$ cat config.mk
export PLATFORM = sky130hd
export DESIGN_NAME = ambient_report_on_change
export DESIGN_NICKNAME = d
export VERILOG_FILES = /design/src/arc_pkg.sv /design/src/ambient_report_on_change.sv /design/src/arc_cfg.sv /design/src/arc_in_stage.sv /design/src/arc_core.sv /design/src/arc_out_stage.sv
export SDC_FILE = /design/constraint.sdc
export NUM_CORES = 1
export LEC_CHECK = 0
export BUFFER_PORTS_ARGS = -buffer_cell sky130_fd_sc_hd__buf_4
export CAP_MARGIN = 20
export CORE_UTILIZATION = 60
export CTS_BUF_LIST = sky130_fd_sc_hd__clkbuf_2 sky130_fd_sc_hd__clkbuf_4 sky130_fd_sc_hd__clkbuf_8
export DETAILED_ROUTE_END_ITERATION = 16
export PLACE_DENSITY = 0.79
export SLEW_MARGIN = 25
export SYNTH_ARGS = -nofsm -noshare
export SYNTH_HDL_FRONTEND = slang
export SYNTH_HIERARCHICAL = 1
export SYNTH_SLANG_ARGS = --single-unit
$ cat constraint.sdc
create_clock -name clk -period 7.5 [get_ports clk]
set_input_delay 0.75 -clock clk [delete_from_list [all_inputs] [get_ports clk]]
set_output_delay 0.75 -clock clk [all_outputs]
set_load 0.005 [all_outputs]
$ cat src/arc_pkg.sv
// Shared types and constants for the ambient report-on-change block.
// No dependencies; every other file in src imports this package.
package arc_pkg;

    localparam int unsigned CFG_IDX_W = 3;

    localparam logic [CFG_IDX_W-1:0] CFG_MEASURE_PERIOD   = 3'd0;
    localparam logic [CFG_IDX_W-1:0] CFG_HEARTBEAT_PERIOD = 3'd1;
    localparam logic [CFG_IDX_W-1:0] CFG_TEMP_TOL         = 3'd2;
    localparam logic [CFG_IDX_W-1:0] CFG_HUM_TOL          = 3'd3;
    localparam logic [CFG_IDX_W-1:0] CFG_LIGHT_TOL        = 3'd4;

    localparam logic [31:0] MEASURE_PERIOD_RST   = 32'd1000;
    localparam logic [31:0] HEARTBEAT_PERIOD_RST = 32'd60000;
    localparam logic [15:0] TEMP_TOL_RST         = 16'd50;
    localparam logic [15:0] HUM_TOL_RST          = 16'd2;
    localparam logic [15:0] LIGHT_TOL_RST        = 16'd20;

    // Last-sent values start at the far end so the first check reports unless the readings lie near it too.
    localparam logic signed [15:0] SENT_TEMP_RST  = 16'sh8000;
    localparam logic [15:0]        SENT_LEVEL_RST = 16'hFFFF;

    localparam logic FRAME_VALUES = 1'b0;
    localparam logic FRAME_ERROR  = 1'b1;

    typedef enum logic [2:0] {
        PH_IDLE  = 3'd0,
        PH_TEMP  = 3'd1,
        PH_HUM   = 3'd2,
        PH_CHECK = 3'd3,
        PH_SEND  = 3'd4,
        PH_ERROR = 3'd5
    } phase_t;

    typedef struct packed {
        logic [31:0] measure_period;
        logic [31:0] heartbeat_period;
        logic [15:0] temp_tolerance;
        logic [15:0] hum_tolerance;
        logic [15:0] light_tolerance;
    } cfg_t;

    typedef struct packed {
        logic [31:0]        now_ms;
        logic [15:0]        light_level;
        logic               temp_ok;
        logic signed [15:0] temp_reading;
        logic               hum_ok;
        logic [15:0]        hum_reading;
    } item_t;

    typedef struct packed {
        logic               frame_kind;
        logic signed [15:0] rep_temperature;
        logic [15:0]        rep_humidity;
        logic [15:0]        rep_light;
    } frame_t;

    // Handshake between the pipeline control in the top level and the core.
    typedef struct packed {
        logic fire;  // item in the input register is processed this cycle
    } core_ctl_t;

    typedef struct packed {
        logic emit;  // the held item, if processed, produces a frame
    } core_sts_t;

endpackage

$ cat src/ambient_report_on_change.sv
// Ambient report-on-change: each tick request carries the time, a filtered light
// level and sensor read results; the block steps idle, temperature, humidity,
// check, send and error phases, one phase per request, and emits a value frame
// when a reading moved past its tolerance or the heartbeat period expired, or an
// error frame after a failed read. A request is registered in the input register
// on acceptance and processed by one pass of subtract/compare logic; a frame that it
// produces is loaded into the frame register, which raises frame_valid. The block
// takes one request per clock while no held request waits for the frame register.
// Requests that produce no frame keep flowing even while a frame waits on
// frame_stall; a request that would produce a frame waits in the input register
// until the frame register frees up. Configuration is written through cfg_valid /
// cfg_ready (always ready) and must only change while the block is idle.
// Depends on arc_pkg, arc_cfg, arc_in_stage, arc_core, arc_out_stage.
module ambient_report_on_change (
    input  logic                          clk,
    input  logic                          rst_n,

    // configuration write channel
    input  logic                          cfg_valid,
    output logic                          cfg_ready,
    input  logic [arc_pkg::CFG_IDX_W-1:0] cfg_index,
    input  logic [31:0]                   cfg_data,

    // tick request channel
    input  logic                          item_valid,
    output logic                          item_stall,
    input  logic [31:0]                   now_ms,
    input  logic [15:0]                   light_level,
    input  logic                          temp_ok,
    input  logic signed [15:0]            temp_reading,
    input  logic                          hum_ok,
    input  logic [15:0]                   hum_reading,

    // frame channel
    output logic                          frame_valid,
    input  logic                          frame_stall,
    output logic                          frame_kind,
    output logic signed [15:0]            rep_temperature,
    output logic [15:0]                   rep_humidity,
    output logic [15:0]                   rep_light
);
    import arc_pkg::*;

    cfg_t      cfg;
    item_t     item_in;
    item_t     held_item;
    logic      held_valid;
    core_ctl_t ctl;
    core_sts_t sts;
    frame_t    core_frame;
    frame_t    out_frame;
    logic      out_free;

    assign item_in.now_ms       = now_ms;
    assign item_in.light_level  = light_level;
    assign item_in.temp_ok      = temp_ok;
    assign item_in.temp_reading = temp_reading;
    assign item_in.hum_ok       = hum_ok;
    assign item_in.hum_reading  = hum_reading;

    // Process the held request unless it makes a frame and the frame register is full.
    assign ctl.fire = held_valid && (!sts.emit || out_free);

    arc_cfg u_cfg (
        .clk       (clk),
        .rst_n     (rst_n),
        .cfg_valid (cfg_valid),
        .cfg_ready (cfg_ready),
        .cfg_index (cfg_index),
        .cfg_data  (cfg_data),
        .cfg       (cfg)
    );

    arc_in_stage u_in (
        .clk        (clk),
        .rst_n      (rst_n),
        .item_valid (item_valid),
        .item_stall (item_stall),
        .item_in    (item_in),
        .ctl        (ctl),
        .held_valid (held_valid),
        .held_item  (held_item)
    );

    arc_core u_core (
        .clk   (clk),
        .rst_n (rst_n),
        .cfg   (cfg),
        .item  (held_item),
        .ctl   (ctl),
        .sts   (sts),
        .frame (core_frame)
    );

    arc_out_stage u_out (
        .clk         (clk),
        .rst_n       (rst_n),
        .load        (ctl.fire && sts.emit),
        .frame_in    (core_frame),
        .free        (out_free),
        .frame_valid (frame_valid),
        .frame_stall (frame_stall),
        .frame_out   (out_frame)
    );

    assign frame_kind      = out_frame.frame_kind;
    assign rep_temperature = out_frame.rep_temperature;
    assign rep_humidity    = out_frame.rep_humidity;
    assign rep_light       = out_frame.rep_light;

    // A stalled frame is never overwritten by a newly processed one.
    a_no_overwrite: assert property (@(posedge clk) disable iff (!rst_n)
        frame_valid && frame_stall |-> !(ctl.fire && sts.emit))
        else $error("frame register overwritten while stalled");

    // The input side only stalls while it holds a request.
    a_stall_when_full: assert property (@(posedge clk) disable iff (!rst_n)
        item_stall |-> held_valid)
        else $error("request stalled with empty input register");

    // Error frames carry zero payload.
    a_error_zero: assert property (@(posedge clk) disable iff (!rst_n)
        frame_valid && frame_kind == FRAME_ERROR |->
            rep_temperature == '0 && rep_humidity == '0 && rep_light == '0)
        else $error("error frame with nonzero payload");

endmodule

$ cat src/arc_cfg.sv
// Configuration register file for the ambient report-on-change block.
// Depends on arc_pkg.
module arc_cfg (
    input  logic                          clk,
    input  logic                          rst_n,
    input  logic                          cfg_valid,
    output logic                          cfg_ready,
    input  logic [arc_pkg::CFG_IDX_W-1:0] cfg_index,
    input  logic [31:0]                   cfg_data,
    output arc_pkg::cfg_t                 cfg
);
    import arc_pkg::*;

    cfg_t cfg_reg;
    cfg_t cfg_next;

    assign cfg_ready = 1'b1;
    assign cfg      = cfg_reg;

    always_comb
    begin
        cfg_next = cfg_reg;
        if (cfg_valid)
        begin
            case (cfg_index)
                CFG_MEASURE_PERIOD:   cfg_next.measure_period   = cfg_data;
                CFG_HEARTBEAT_PERIOD: cfg_next.heartbeat_period = cfg_data;
                CFG_TEMP_TOL:         cfg_next.temp_tolerance   = cfg_data[15:0];
                CFG_HUM_TOL:          cfg_next.hum_tolerance    = cfg_data[15:0];
                CFG_LIGHT_TOL:        cfg_next.light_tolerance  = cfg_data[15:0];
                default:              cfg_next = cfg_reg;  // unknown index dropped
            endcase
        end
    end

    always_ff @(posedge clk or negedge rst_n)
    begin
        if (!rst_n)
        begin
            cfg_reg.measure_period   <= MEASURE_PERIOD_RST;
            cfg_reg.heartbeat_period <= HEARTBEAT_PERIOD_RST;
            cfg_reg.temp_tolerance   <= TEMP_TOL_RST;
            cfg_reg.hum_tolerance    <= HUM_TOL_RST;
            cfg_reg.light_tolerance  <= LIGHT_TOL_RST;
        end
        else
        begin
            cfg_reg <= cfg_next;
        end
    end

endmodule

$ cat src/arc_in_stage.sv
// Input register for tick requests; holds one request until the core takes it.
// Depends on arc_pkg.
module arc_in_stage (
    input  logic               clk,
    input  logic               rst_n,
    input  logic               item_valid,
    output logic               item_stall,
    input  arc_pkg::item_t     item_in,
    input  arc_pkg::core_ctl_t ctl,
    output logic               held_valid,
    output arc_pkg::item_t     held_item
);
    import arc_pkg::*;

    logic  valid_reg;
    logic  valid_next;
    item_t item_reg;
    logic  accept;

    // Free when empty or when the held request leaves this cycle.
    assign item_stall = valid_reg && !ctl.fire;
    assign accept     = item_valid && !item_stall;
    assign held_valid = valid_reg;
    assign held_item  = item_reg;

    always_comb
    begin
        if (accept)
            valid_next = 1'b1;
        else if (ctl.fire)
            valid_next = 1'b0;
        else
            valid_next = valid_reg;
    end

    always_ff @(posedge clk or negedge rst_n)
    begin
        if (!rst_n)
            valid_reg <= 1'b0;
        else
            valid_reg <= valid_next;
    end

    always_ff @(posedge clk)
    begin
        if (accept)
            item_reg <= item_in;
    end

endmodule

$ cat src/arc_core.sv
// Phase sequencer, change detection and report state of the block.
// Depends on arc_pkg.
module arc_core (
    input  logic               clk,
    input  logic               rst_n,
    input  arc_pkg::cfg_t      cfg,
    input  arc_pkg::item_t     item,
    input  arc_pkg::core_ctl_t ctl,
    output arc_pkg::core_sts_t sts,
    output arc_pkg::frame_t    frame
);
    import arc_pkg::*;

    phase_t             phase_reg,           phase_next;
    logic [31:0]        measure_start_reg,   measure_start_next;
    logic [31:0]        heartbeat_start_reg, heartbeat_start_next;
    logic signed [15:0] cur_temp_reg,        cur_temp_next;
    logic [15:0]        cur_hum_reg,         cur_hum_next;
    logic signed [15:0] sent_temp_reg,       sent_temp_next;
    logic [15:0]        sent_hum_reg,        sent_hum_next;
    logic [15:0]        sent_light_reg,      sent_light_next;

    logic               measure_due;
    logic               heartbeat_due;
    logic signed [16:0] temp_delta;
    logic [16:0]        temp_abs;
    logic [15:0]        hum_abs;
    logic [15:0]        light_abs;
    logic               changed;

    // Elapsed time is modulo 2^32, so a plain subtract is wrap-safe.
    assign measure_due   = (item.now_ms - measure_start_reg) >= cfg.measure_period;
    assign heartbeat_due = (item.now_ms - heartbeat_start_reg) >= cfg.heartbeat_period;

    assign temp_delta = {cur_temp_reg[15], cur_temp_reg} - {sent_temp_reg[15], sent_temp_reg};
    assign temp_abs   = temp_delta[16] ? 17'(-temp_delta) : 17'(temp_delta);
    assign hum_abs    = (cur_hum_reg > sent_hum_reg) ? cur_hum_reg - sent_hum_reg
                                                     : sent_hum_reg - cur_hum_reg;
    assign light_abs  = (item.light_level > sent_light_reg)
                      ? item.light_level - sent_light_reg
                      : sent_light_reg - item.light_level;
    assign changed    = (temp_abs > {1'b0, cfg.temp_tolerance})
                     || (hum_abs > cfg.hum_tolerance)
                     || (light_abs > cfg.light_tolerance);

    // Next phase
    always_comb
    begin
        phase_next = phase_reg;
        if (ctl.fire)
        begin
            case (phase_reg)
                PH_IDLE:  phase_next = measure_due ? PH_TEMP : PH_IDLE;
                PH_TEMP:  phase_next = item.temp_ok ? PH_HUM : PH_ERROR;
                PH_HUM:   phase_next = item.hum_ok ? PH_CHECK : PH_ERROR;
                PH_CHECK: phase_next = (changed || heartbeat_due) ? PH_SEND : PH_IDLE;
                PH_SEND:  phase_next = PH_IDLE;
                PH_ERROR: phase_next = PH_IDLE;
                default:  phase_next = PH_IDLE;
            endcase
        end
    end

    // Datapath and frame outputs
    always_comb
    begin
        measure_start_next   = measure_start_reg;
        heartbeat_start_next = heartbeat_start_reg;
        cur_temp_next        = cur_temp_reg;
        cur_hum_next         = cur_hum_reg;
        sent_temp_next       = sent_temp_reg;
        sent_hum_next        = sent_hum_reg;
        sent_light_next      = sent_light_reg;
        sts.emit             = 1'b0;
        frame                = '0;
        case (phase_reg)
            PH_IDLE:
            begin
                if (ctl.fire && measure_due)
                    measure_start_next = item.now_ms;
            end
            PH_TEMP:
            begin
                if (ctl.fire && item.temp_ok)
                    cur_temp_next = item.temp_reading;
            end
            PH_HUM:
            begin
                if (ctl.fire && item.hum_ok)
                    cur_hum_next = item.hum_reading;
            end
            PH_SEND:
            begin
                sts.emit              = 1'b1;
                frame.frame_kind      = FRAME_VALUES;
                frame.rep_temperature = cur_temp_reg;
                frame.rep_humidity    = cur_hum_reg;
                frame.rep_light       = item.light_level;
                if (ctl.fire)
                begin
                    sent_temp_next       = cur_temp_reg;
                    sent_hum_next        = cur_hum_reg;
                    sent_light_next      = item.light_level;
                    heartbeat_start_next = item.now_ms;
                end
            end
            PH_ERROR:
            begin
                sts.emit         = 1'b1;
                frame.frame_kind = FRAME_ERROR;
            end
            default:
            begin
                sts.emit = 1'b0;
            end
        endcase
    end

    always_ff @(posedge clk or negedge rst_n)
    begin
        if (!rst_n)
        begin
            phase_reg           <= PH_IDLE;
            measure_start_reg   <= '0;
            heartbeat_start_reg <= '0;
            cur_temp_reg        <= '0;
            cur_hum_reg         <= '0;
            sent_temp_reg       <= SENT_TEMP_RST;
            sent_hum_reg        <= SENT_LEVEL_RST;
            sent_light_reg      <= SENT_LEVEL_RST;
        end
        else
        begin
            phase_reg           <= phase_next;
            measure_start_reg   <= measure_start_next;
            heartbeat_start_reg <= heartbeat_start_next;
            cur_temp_reg        <= cur_temp_next;
            cur_hum_reg         <= cur_hum_next;
            sent_temp_reg       <= sent_temp_next;
            sent_hum_reg        <= sent_hum_next;
            sent_light_reg      <= sent_light_next;
        end
    end

    // A sent frame becomes the new reference and restarts the heartbeat.
    a_send_updates: assert property (@(posedge clk) disable iff (!rst_n)
        ctl.fire && phase_reg == PH_SEND |=>
            sent_light_reg == $past(item.light_level)
            && heartbeat_start_reg == $past(item.now_ms)
            && phase_reg == PH_IDLE)
        else $error("send did not update reference state");

    // Error path leaves timers and reference values alone.
    a_error_keeps_state: assert property (@(posedge clk) disable iff (!rst_n)
        ctl.fire && phase_reg == PH_ERROR |=>
            $stable(heartbeat_start_reg) && $stable(sent_temp_reg)
            && $stable(measure_start_reg) && phase_reg == PH_IDLE)
        else $error("error frame disturbed report state");

    // A failed read never overwrites the current value.
    a_failed_read: assert property (@(posedge clk) disable iff (!rst_n)
        ctl.fire && phase_reg == PH_TEMP && !item.temp_ok |=>
            $stable(cur_temp_reg) && phase_reg == PH_ERROR)
        else $error("failed temperature read stored");

endmodule

$ cat src/arc_out_stage.sv
// Result register for outgoing frames; holds a frame while the sink stalls.
// Depends on arc_pkg.
module arc_out_stage (
    input  logic            clk,
    input  logic            rst_n,
    input  logic            load,
    input  arc_pkg::frame_t frame_in,
    output logic            free,
    output logic            frame_valid,
    input  logic            frame_stall,
    output arc_pkg::frame_t frame_out
);
    import arc_pkg::*;

    logic   valid_reg;
    logic   valid_next;
    frame_t frame_reg;

    assign free        = !valid_reg || !frame_stall;
    assign frame_valid = valid_reg;
    assign frame_out   = frame_reg;

    always_comb
    begin
        if (load)
            valid_next = 1'b1;
        else if (!frame_stall)
            valid_next = 1'b0;
        else
            valid_next = valid_reg;
    end

    always_ff @(posedge clk or negedge rst_n)
    begin
        if (!rst_n)
            valid_reg <= 1'b0;
        else
            valid_reg <= valid_next;
    end

    always_ff @(posedge clk)
    begin
        if (load)
            frame_reg <= frame_in;
    end

endmodule

After elaboration in Yosys (flattened, before gate mapping). Index checks and enable logic that the tools add are counted.

Equality and inequality tests: 10. $add $sub $neg: 8. Reduce and logical (&&, ||, !) cells: 30. Muxes and demuxes: 14. Order comparisons: 7.

Operators with widths (count): $ge A32 B32 Y1 (2); $gt A16 B16 Y1 (4); $sub A16 B16 Y16 (4); $sub A32 B32 Y32 (2); $mux W16 (2); $reduce_and A2 Y1 (9); $gt A17 B16 Y1 (1); $mux W17 (1); $neg A17 Y17 (1); $sub A16 B16 Y17 (1); $eq A3 B2 Y1 const B (4); $pmux W3 S4 (1); $eq A3 B3 Y1 const B (3); $mux W3 (3); $logic_and A1 B1 Y1 (7); $mux W1 (7); $eq A3 B1 Y1 const B (2); $logic_not A3 Y1 (2); $logic_not A1 Y1 (5); $logic_or A1 B1 Y1 (5); $ne A2 B1 Y1 const B (1); $reduce_bool A2 Y1 (1); $reduce_or A2 Y1 (1).

Input bits: 122. Output and inout bits: 52. Flip-flop bits (word level): 392. Logic and storage cells: 94.

Longest topological paths before layout. Gate-level depths: netlist of the first run.

Depth in word-level cells: 11. Gate-level depth with buffers: 24. Depth with buffers taken out: 23.

Hierarchy. Netlist of the first run, hierarchy kept.

Modules (own cells, without submodules): arc_core (times used 1, cells an instance 1922, sequential area each 3719.8 µm², area each 15807.7 µm²); arc_cfg (times used 1, cells an instance 243, sequential area each 2826.5 µm², area each 4299.1 µm²); arc_in_stage (times used 1, cells an instance 87, sequential area each 2487.4 µm², area each 2519.9 µm²); arc_out_stage (times used 1, cells an instance 52, sequential area each 1496.4 µm², area each 1507.7 µm²); ambient_report_on_change (times used 1, cells an instance 3, sequential area each 0.0 µm², area each 18.8 µm²).

Worst setup path before layout of the first run. Ideal clock, no wire load.

Kind: flip-flop to flip-flop. Start: register u_in.item_reg (netlist bit u_in/held_item[50]). End: register u_core.measure_start_reg[10]. Clock period less this slack: 4.838 ns. Path buffers: 1. Cell stages (with the launch flop): 24. Data required time: 7.375 ns. Slack: 2.662 ns. Setup time: 0.125 ns. Arrival time: 4.713 ns. Cell sequence: edfxtp_1 inv_1 ha_1 inv_1 fa_1 a21oi_1 o2111ai_1 a21oi_1 o21ai_0 or2_2 a31o_2 a21oi_1 xnor2_1 ha_1 a21o_1 a21o_1 a21oi_1 o21ai_0 and3_1 a2111oi_0 a211oi_1 o21ai_1 buf_2 mux2_2.

Longest elaborated chain between the ends: 4.

RTL lines: start: declaration (RTL line arc_in_stage.sv:17) `item_t item_reg;`; start signal: assignment (RTL line arc_in_stage.sv:47) `item_reg <= item_in;`; $sub A32 B32 Y32 (RTL line arc_core.sv:32) `assign measure_due = (item.now_ms - measure_start_reg) >= cfg.measure_period;`; $ge A32 B32 Y1 (RTL line arc_core.sv:32); $logic_and A1 B1 Y1 (RTL line arc_core.sv:79) `if (ctl.fire && measure_due)`; $reduce_and A2 Y1 (no source line); end signal: assignment (RTL line arc_core.sv:135) `measure_start_reg <= measure_start_next;`; end: declaration (RTL line arc_core.sv:15) `logic [31:0] measure_start_reg, measure_start_next;`.

Every way passes these cells. A chain may end at the register's enable or synchronous reset.

Final worst setup path of the first run.
Start: register u_in.item_reg (netlist bit u_in/held_item[50]). End: register u_core.measure_start_reg[31].

The elaborated chain is that of the path after synthesis.

==> results of run 1 <==
[cells by family (layout without fill, tap and decap cells)]
| kind of cell | Yosys count | count (layout) | share of synthesized area [%] |
|---|---|---|---|
| buffers and inverters | 349 | 589 | 5.86 |
| and+or+nand+nor | 478 | 478 | 10.2 |
| AOI/OAI and AO/OA | 520 | 520 | 13.5 |
| muxes | 209 | 209 | 9.61 |
| DFF | 392 | 392 | 43.6 |
| adders and majority gates | 260 | 260 | 13.7 |
| other | 1 | 2 | 0.0155 |
| xor gates and xnor gates | 98 | 98 | 3.55 |
[report_power, final]
part / switching [W] / leakage, nW / internal (W)
clock: 0.000867 / 0.762 / 0.00123
combinational: 0.00473 / 7.57 / 0.00375
sequential: 0.000384 / 4.33 / 0.00294
[cells in the final DEF, fill, tap and decap left out, types with 19 or more instances in the layout]
| cell | netlist | routed |
|---|---|---|
| inv_1 | 283 | 283 |
| ha_1 | 253 | 253 |
| dfrtp_1 | 209 | 209 |
| buf_4 | 2 | 186 |
| mux2_2 | 175 | 175 |
| o21ai_0 | 161 | 161 |
| nand2_1 | 142 | 142 |
| edfxtp_1 | 131 | 131 |
| a21oi_1 | 130 | 130 |
| nor2_1 | 86 | 86 |
| clkbuf_8 | 0 | 74 |
| xnor2_1 | 66 | 66 |
| and3_1 | 64 | 63 |
| a21o_1 | 56 | 56 |
| dfstp_2 | 52 | 52 |
| xor2_1 | 32 | 32 |
| clkbuf_4 | 0 | 31 |
| nor3_1 | 31 | 31 |
| nand4_1 | 29 | 29 |
| nor2b_1 | 27 | 26 |
| mux2i_1 | 26 | 26 |
| o21a_1 | 24 | 24 |
| nand2b_1 | 24 | 24 |
| a211oi_1 | 19 | 19 |
[how the worst max path moves through the flow]
stage | slack [ns] | cells after the start | end | start
floorplan | 2.66 | 23 | u_core/measure_start_reg[10] | u_in/held_item[50]
CTS | 2.04 | 23 | u_core/measure_start_reg[31] | u_in/held_item[50]
finish | 1.98 | 23 | u_core/measure_start_reg[31] | u_in/held_item[50]
global placement | 2.29 | 23 | u_core/measure_start_reg[0] | u_in/held_item[50]
global route | 1.61 | 23 | u_core/measure_start_reg[31] | u_in/held_item[50]
detailed placement | 2.11 | 23 | u_core/measure_start_reg[0] | u_in/held_item[50]
[per-layer routing]
| layer | share of wire (%) | vias to the layer above | global-route usage [%] | wire (microns) |
|---|---|---|---|---|
| met4 | 2.8 | 0 | 10.2 | 1540 |
| met2 | 49 | 485 | 47.3 | 27200 |
| met5 | 0 | - | 0 | 0 |
| met3 | 4.4 | 108 | 3.63 | 2460 |
| li1 | - | 8555 | - | - |
| met1 | 44 | 8760 | 35.0 | 24100 |
[metrics by stage]
step	total power [W]	hold WS, ns	setup WS, ns	std cells
3_5_place_dp	0.0116	0.466	2.11	2953
6_report	0.0139	0.157	1.98	3073
2_1_floorplan	0.00962	0.454	2.66	2307
4_1_cts	0.0138	0.161	2.04	3071
3_3_place_gp	0.0112	0.460	2.29	2953
5_1_grt	0.0151	0.232	1.61	3073
[worst reg2reg max path, stage by stage (launching register included)]
cell and delay, ns:
edfxtp_1 0.40, inv_1 0.12, ha_1 0.18, inv_1 0.06, fa_1 0.40, a21oi_1 0.26, o2111ai_1 0.20, a21oi_1 0.32
o21ai_0 0.19, or2_2 0.31, a31o_2 0.24, a21oi_1 0.19, xnor2_1 0.09, ha_1 0.18, a21o_1 0.17, a21o_1 0.17
a21oi_1 0.12, o21ai_0 0.10, and3_1 0.19, a2111oi_0 0.39, a211oi_1 0.17, o21ai_2 0.15, buf_4 0.39, mux2_2 0.40
[cells in the mapped netlist, types with 8 or more instances]
master,instances
o21ai_0,161
o211ai_1,10
mux2_1,8
or3_1,8
o21bai_1,17
clkbuf_1,44
and3_1,64
mux2_2,175
ha_1,253
nor3_1,31
nand2b_1,24
nand3_1,17
edfxtp_1,131
o21a_1,24
a31oi_1,12
nand4_1,29
mux2i_1,26
xor2_1,32
or2_2,10
buf_2,8
xnor2_1,66
a21o_1,56
inv_1,283
dfstp_2,52
buf_6,10
a211oi_1,19
a2111oi_0,9
nor2_1,86
nand2_1,142
dfrtp_1,209
nor2b_1,27
a21oi_1,130
o31ai_1,11
[area by class of cell]
class                   count  area (sq um)
diodes                      1          2.50
clock buffers             105          1250
clock inverters            13           191
fillers                  2943         12400
inverters                 283          1060
multi-input cells        1566         12300
flip-flops and latches    392         10500
well taps                 525           657
repair buffers            188          1420
==> metrics.cfg, run 1 <==
[critical_path]
crit_slowest_cell=edfxtp_1
cpLargestDelayFamily=compound AO/OA/AOI/OAI gates
cp-start-kind=register
cpMostUsedCell=a21oi_1
worstReg2RegStart=u_in/held_item[50]
worstReg2RegEnd=u_core/measure_start_reg[31]
path_cells=inv_1 -> ha_1 -> inv_1 -> fa_1 -> a21oi_1 -> o2111ai_1 -> a21oi_1 -> o21ai_0 -> or2_2 -> a31o_2 -> a21oi_1 -> xnor2_1 -> ha_1 -> a21o_1 -> a21o_1 -> a21oi_1 -> o21ai_0 -> and3_1 -> a2111oi_0 -> a211oi_1 -> o21ai_2 -> buf_4 -> mux2_2
critPathKind=register to register
rr_worst_depth=23
regToRegSetupSlack_ns=1.98
required_ns=7.99
critPathMaxFanout=32
cp_slowest_stage_delay_ns=0.40
cp-end-kind=register
crit_arrival_ns=6.01
cp_num_buf_inv=3

[power_and_ir_drop]
power_density_nw_per_um2=507
leakage_nw=12.7
vdd_ir_drop_max_mv=0.229

[grt]
gr-total-overflow=0
antenna_found_initial=1
track_usage_pct=27.4
grt_max_degree=105
first_global_vias=18235
grt_pass1_wl_microns=90400

[clock_network]
cts_buffer_depth=3
cts_hold_buf=0
post_cts_resized=0
postCtsSetupBuffers=0
root_buffer=clkbuf_8
cts_max_level=3
clock-sinks=392
cts_tree=built
clk_pin_slew_ns=0.06
numCtsBuffers=67
insertion_delay_ns=0.62

[drt]
drcViolationCount=0
vias=17908
drt-vias-per-instance=5.83
drt_first_pass_iters=8
wl_microns=55300
wl_per_cell_microns=18.0
antenna_left=0
drtIter0Drc=992

[final_layout]
final_area_sq_um=27400
post-route-util_pct=68.9
layout.nets=2880
largest_reg_flops=112
drive_gt1_share_pct=22.1
synthToLayoutAreaGrowth_pct=13.3

[synthesis]
ys_async_sr_fraction_pct=66.6
synth.top_cell.area_share_pct=21.7
synth_cell_types=82
yosys.area.top_type=dfrtp_1
syn-num-nets=2689
yosys-top-cells-area=dfrtp_1 (22%), edfxtp_1 (16%), ha_1 (13%), mux2_2 (8.2%), dfstp_2 (5.7%)
synth_seq_cells=392
synth_warnings=6
synth-main-ff-cell=dfrtp_1
synth_edf_count=131
synth.avg_cell_area_sq_um=10.5
syn_inst=2307
netlist_area_sq_um=24200
ys_seq_area_share_pct=43.6

[timing]
max_freq_mhz=181
rsz0062_at_grt=no
worst_pin_slew_ns=0.919
hold_viol_final=0
drv_slew=0
timing.final.crit_share_pct=73.6
fin_skew_ns=0.0203
setup_violations=0
fin_setup_tns_ns=0
period_needed_ns=5.52
max_slew_margin_pct=38.7

[outcome]
status=completed

[floorplan]
die_h_microns=203
core_sq_um=39700
die_w_microns=203
die_area_sq_um=41100
io_pins=174
rows=73
start_util_pct=60.8

[place]
dp_hpwl_microns=40800
place.port_buffers=172
placed_area_sq_um=25900
routabilityCongestion=0.923

[job]
drv_cap=0

[worst_hold_path]
min_path_type=input pin to async pin

Note: power is estimated with default switching activity, not from simulation.
==> run 2: changes to the inputs <==
Clock period 7.5 ns to 5.67 ns, I/O delays scaled along.
==> run 2 against run 1 <==
Routed wire length up 1.3%. Sequential share of layout area down 0.096 points. Count of clock-buffer cells in the layout down 3.
==> metrics.cfg, run 2 (synthesized netlist as in run 1, its figures left out) <==
[final_layout]
layout.cells.most_common=inv_1
diodes=0  ; -1
post-route-util_pct=69.1  ; +0.17 points
fin_cells=3079  ; +0.20%
drive_gt1_share_pct=22.3  ; +0.17 points
layout_common_cells=inv_1 (283), ha_1 (253), dfrtp_1 (209)
layout.nets=2884  ; +0.14%
largest_reg_flops=112  ; unchanged
fill_cells=3017  ; +2.5%
synthToLayoutAreaGrowth_pct=13.6

[clock_network]
postCtsSetupBuffers=0  ; unchanged
clock-sinks=392  ; unchanged
insertion_delay_ns=0.62  ; about the same
cts_buffer_depth=3  ; unchanged
clk_pin_slew_ns=0.06  ; about the same
cts_max_level=3  ; unchanged
root_buffer=clkbuf_8
numCtsBuffers=69  ; +3.0%
cts_tree=built

[drt]
drcViolationCount=0  ; unchanged
antenna_left=0  ; unchanged
drtIter0Drc=935  ; -5.7%
wl_microns=56000  ; +1.3%
drt_first_pass_iters=5  ; -3
vias=17721  ; -1.0%
drt-vias-per-instance=5.76  ; -1.2%
wl_per_cell_microns=18.2  ; +1.1%

[grt]
gr-total-overflow=0  ; unchanged
grt_max_degree=138  ; +31%
grt_pass1_wl_microns=91600  ; +1.4%
antenna_found_initial=0  ; -1
first_global_vias=18415  ; +0.99%
track_usage_pct=27.7  ; +0.33 points

[floorplan]
start_util_pct=60.8  ; unchanged
rows=73  ; unchanged
io_pins=174  ; unchanged
die_area_sq_um=41100  ; unchanged
die_w_microns=203  ; unchanged
core_sq_um=39700  ; unchanged
die_h_microns=203  ; unchanged

[timing]
hold_viol_final=0  ; unchanged
max_freq_mhz=188  ; +3.6%
fin_hold_ws_ns=0.119  ; -0.0381 ns
fin_skew_ns=0.0260  ; +0.00572 ns
timing.final.crit_share_pct=94.0  ; +20 points
worst_pin_slew_ns=1.05  ; +0.127 ns
setup_violations=0  ; unchanged
drv_slew=0  ; unchanged
period_needed_ns=5.33  ; -0.191 ns
max_slew_margin_pct=30.3  ; -8.5 points

[critical_path]
cp-start-kind=register
worstReg2RegStart=u_in/held_item[50]
critPathMaxFanout=32  ; unchanged
critPathKind=register to register
required_ns=6.15  ; -1.84 ns
cp-end-kind=register
cp-startpoint=u_in/held_item[50]
crit_arrival_ns=5.81  ; -0.20 ns

[power_and_ir_drop]
vdd_ir_drop_max_mv=0.320  ; +40%
power_density_nw_per_um2=669  ; +32%
leakage_nw=12.7  ; +0.21%

[worst_hold_path]
hold_path_startpoint=now_ms[3]
min_path_type=input pin to register

[place]
dp_cells=2954  ; +0.034%
dp_hpwl_microns=41100  ; +0.80%
place.port_buffers=172  ; unchanged
routabilityCongestion=0.918  ; -0.48%

[outcome]
status=completed

[job]
drv_cap=0  ; unchanged

[run 2: cell count changes in the layout (fill, tap and decap cells not counted), sizes merged]
| cell | previous run | this run |
|---|---|---|
| clkinv | 6 | 15 |
| bufinv | 5 | 2 |
| clkbuf | 105 | 102 |
| clkinvlp | 2 | 4 |
| buf | 188 | 189 |
| diode | 1 | 0 |
| dlygate4sd3 | 0 | 1 |
[run 2: layout make-up]
class	instances	area (sq um)	area share, %
Multi-Input combinational cell	1566	12300	44.7
Sequential cell	392	10500	38.4
Timing Repair Buffer	190	1480	5.40
Clock buffer	102	1280	4.68
Inverter	283	1060	3.87
Tap cell	525	657	2.39
Clock inverter	21	166	0.607
[run 2: worst max-delay path: stages (launching register included)]
cell and delay (ns):
edfxtp_1 0.40, inv_1 0.12, ha_1 0.20, inv_1 0.06
fa_1 0.41, a21oi_2 0.18, o2111ai_1 0.22, a21oi_2 0.27
o21ai_0 0.15, or2_2 0.32, a31o_2 0.25, a21oi_1 0.23
xnor2_1 0.11, ha_1 0.18, a21o_1 0.17, a21o_1 0.17
a21oi_1 0.13, o21ai_0 0.09, and3_1 0.18, a2111oi_1 0.36
a211oi_1 0.18, o21ai_2 0.21, buf_12 0.23, mux2_2 0.36
[run 2: routing by layer]
metal  up-vias  GRT usage (%)  routed length (microns)
met5         -              0                        0
met4         0           9.69                     1560
met3       111           4.01                     2330
met2       435           47.9                    27600
met1      8598           35.5                    24500
li1       8577              -                        -
[run 2: worst paths after layout]
kind,to,slack [ns],cells past startpoint
worst min-delay path,u_in/held_item[53],0.12,1
max in group asynchronous,u_core/measure_start_reg[25],4.20,3
worst max-delay path,u_core/measure_start_reg[24],0.34,23
worst max register to register,u_core/measure_start_reg[24],0.34,23
min in group asynchronous,u_core/cur_hum_reg[5],0.41,2
worst min register to register,u_core/cur_temp_reg[8],0.48,1
[run 2: timing repair]
action | CTS | global route
hold buffers | 0 | 1
endpoints found under the hold margin | 0 | 25
resized for setup | 0 | 4
endpoints found under the setup margin | 0 | 33
[run 2: power by group]
group | internal, W | leakage (nW) | switching [W]
combinational | 0.00500 | 7.60 | 0.00622
clock | 0.00155 | 0.760 | 0.00118
sequential | 0.00388 | 4.33 | 0.000512
total | 0.0104 | 12.7 | 0.00791
[run 2: stage by stage]
| step | power, W | setup slack [ns] | cell area [sq um] | setup TNS, ns |
|---|---|---|---|---|
| after floorplan | 0.0127 | 0.832 | 24200 | 0 |
| after global placement | 0.0149 | 0.496 | 25900 | 0 |
| after detailed placement | 0.0155 | 0.316 | 25900 | 0 |
| after CTS | 0.0183 | 0.285 | 27400 | 0 |
| after global routing | 0.0200 | -0.00826 | 27400 | -0.0224 |
| final | 0.0183 | 0.339 | 27400 | 0 |
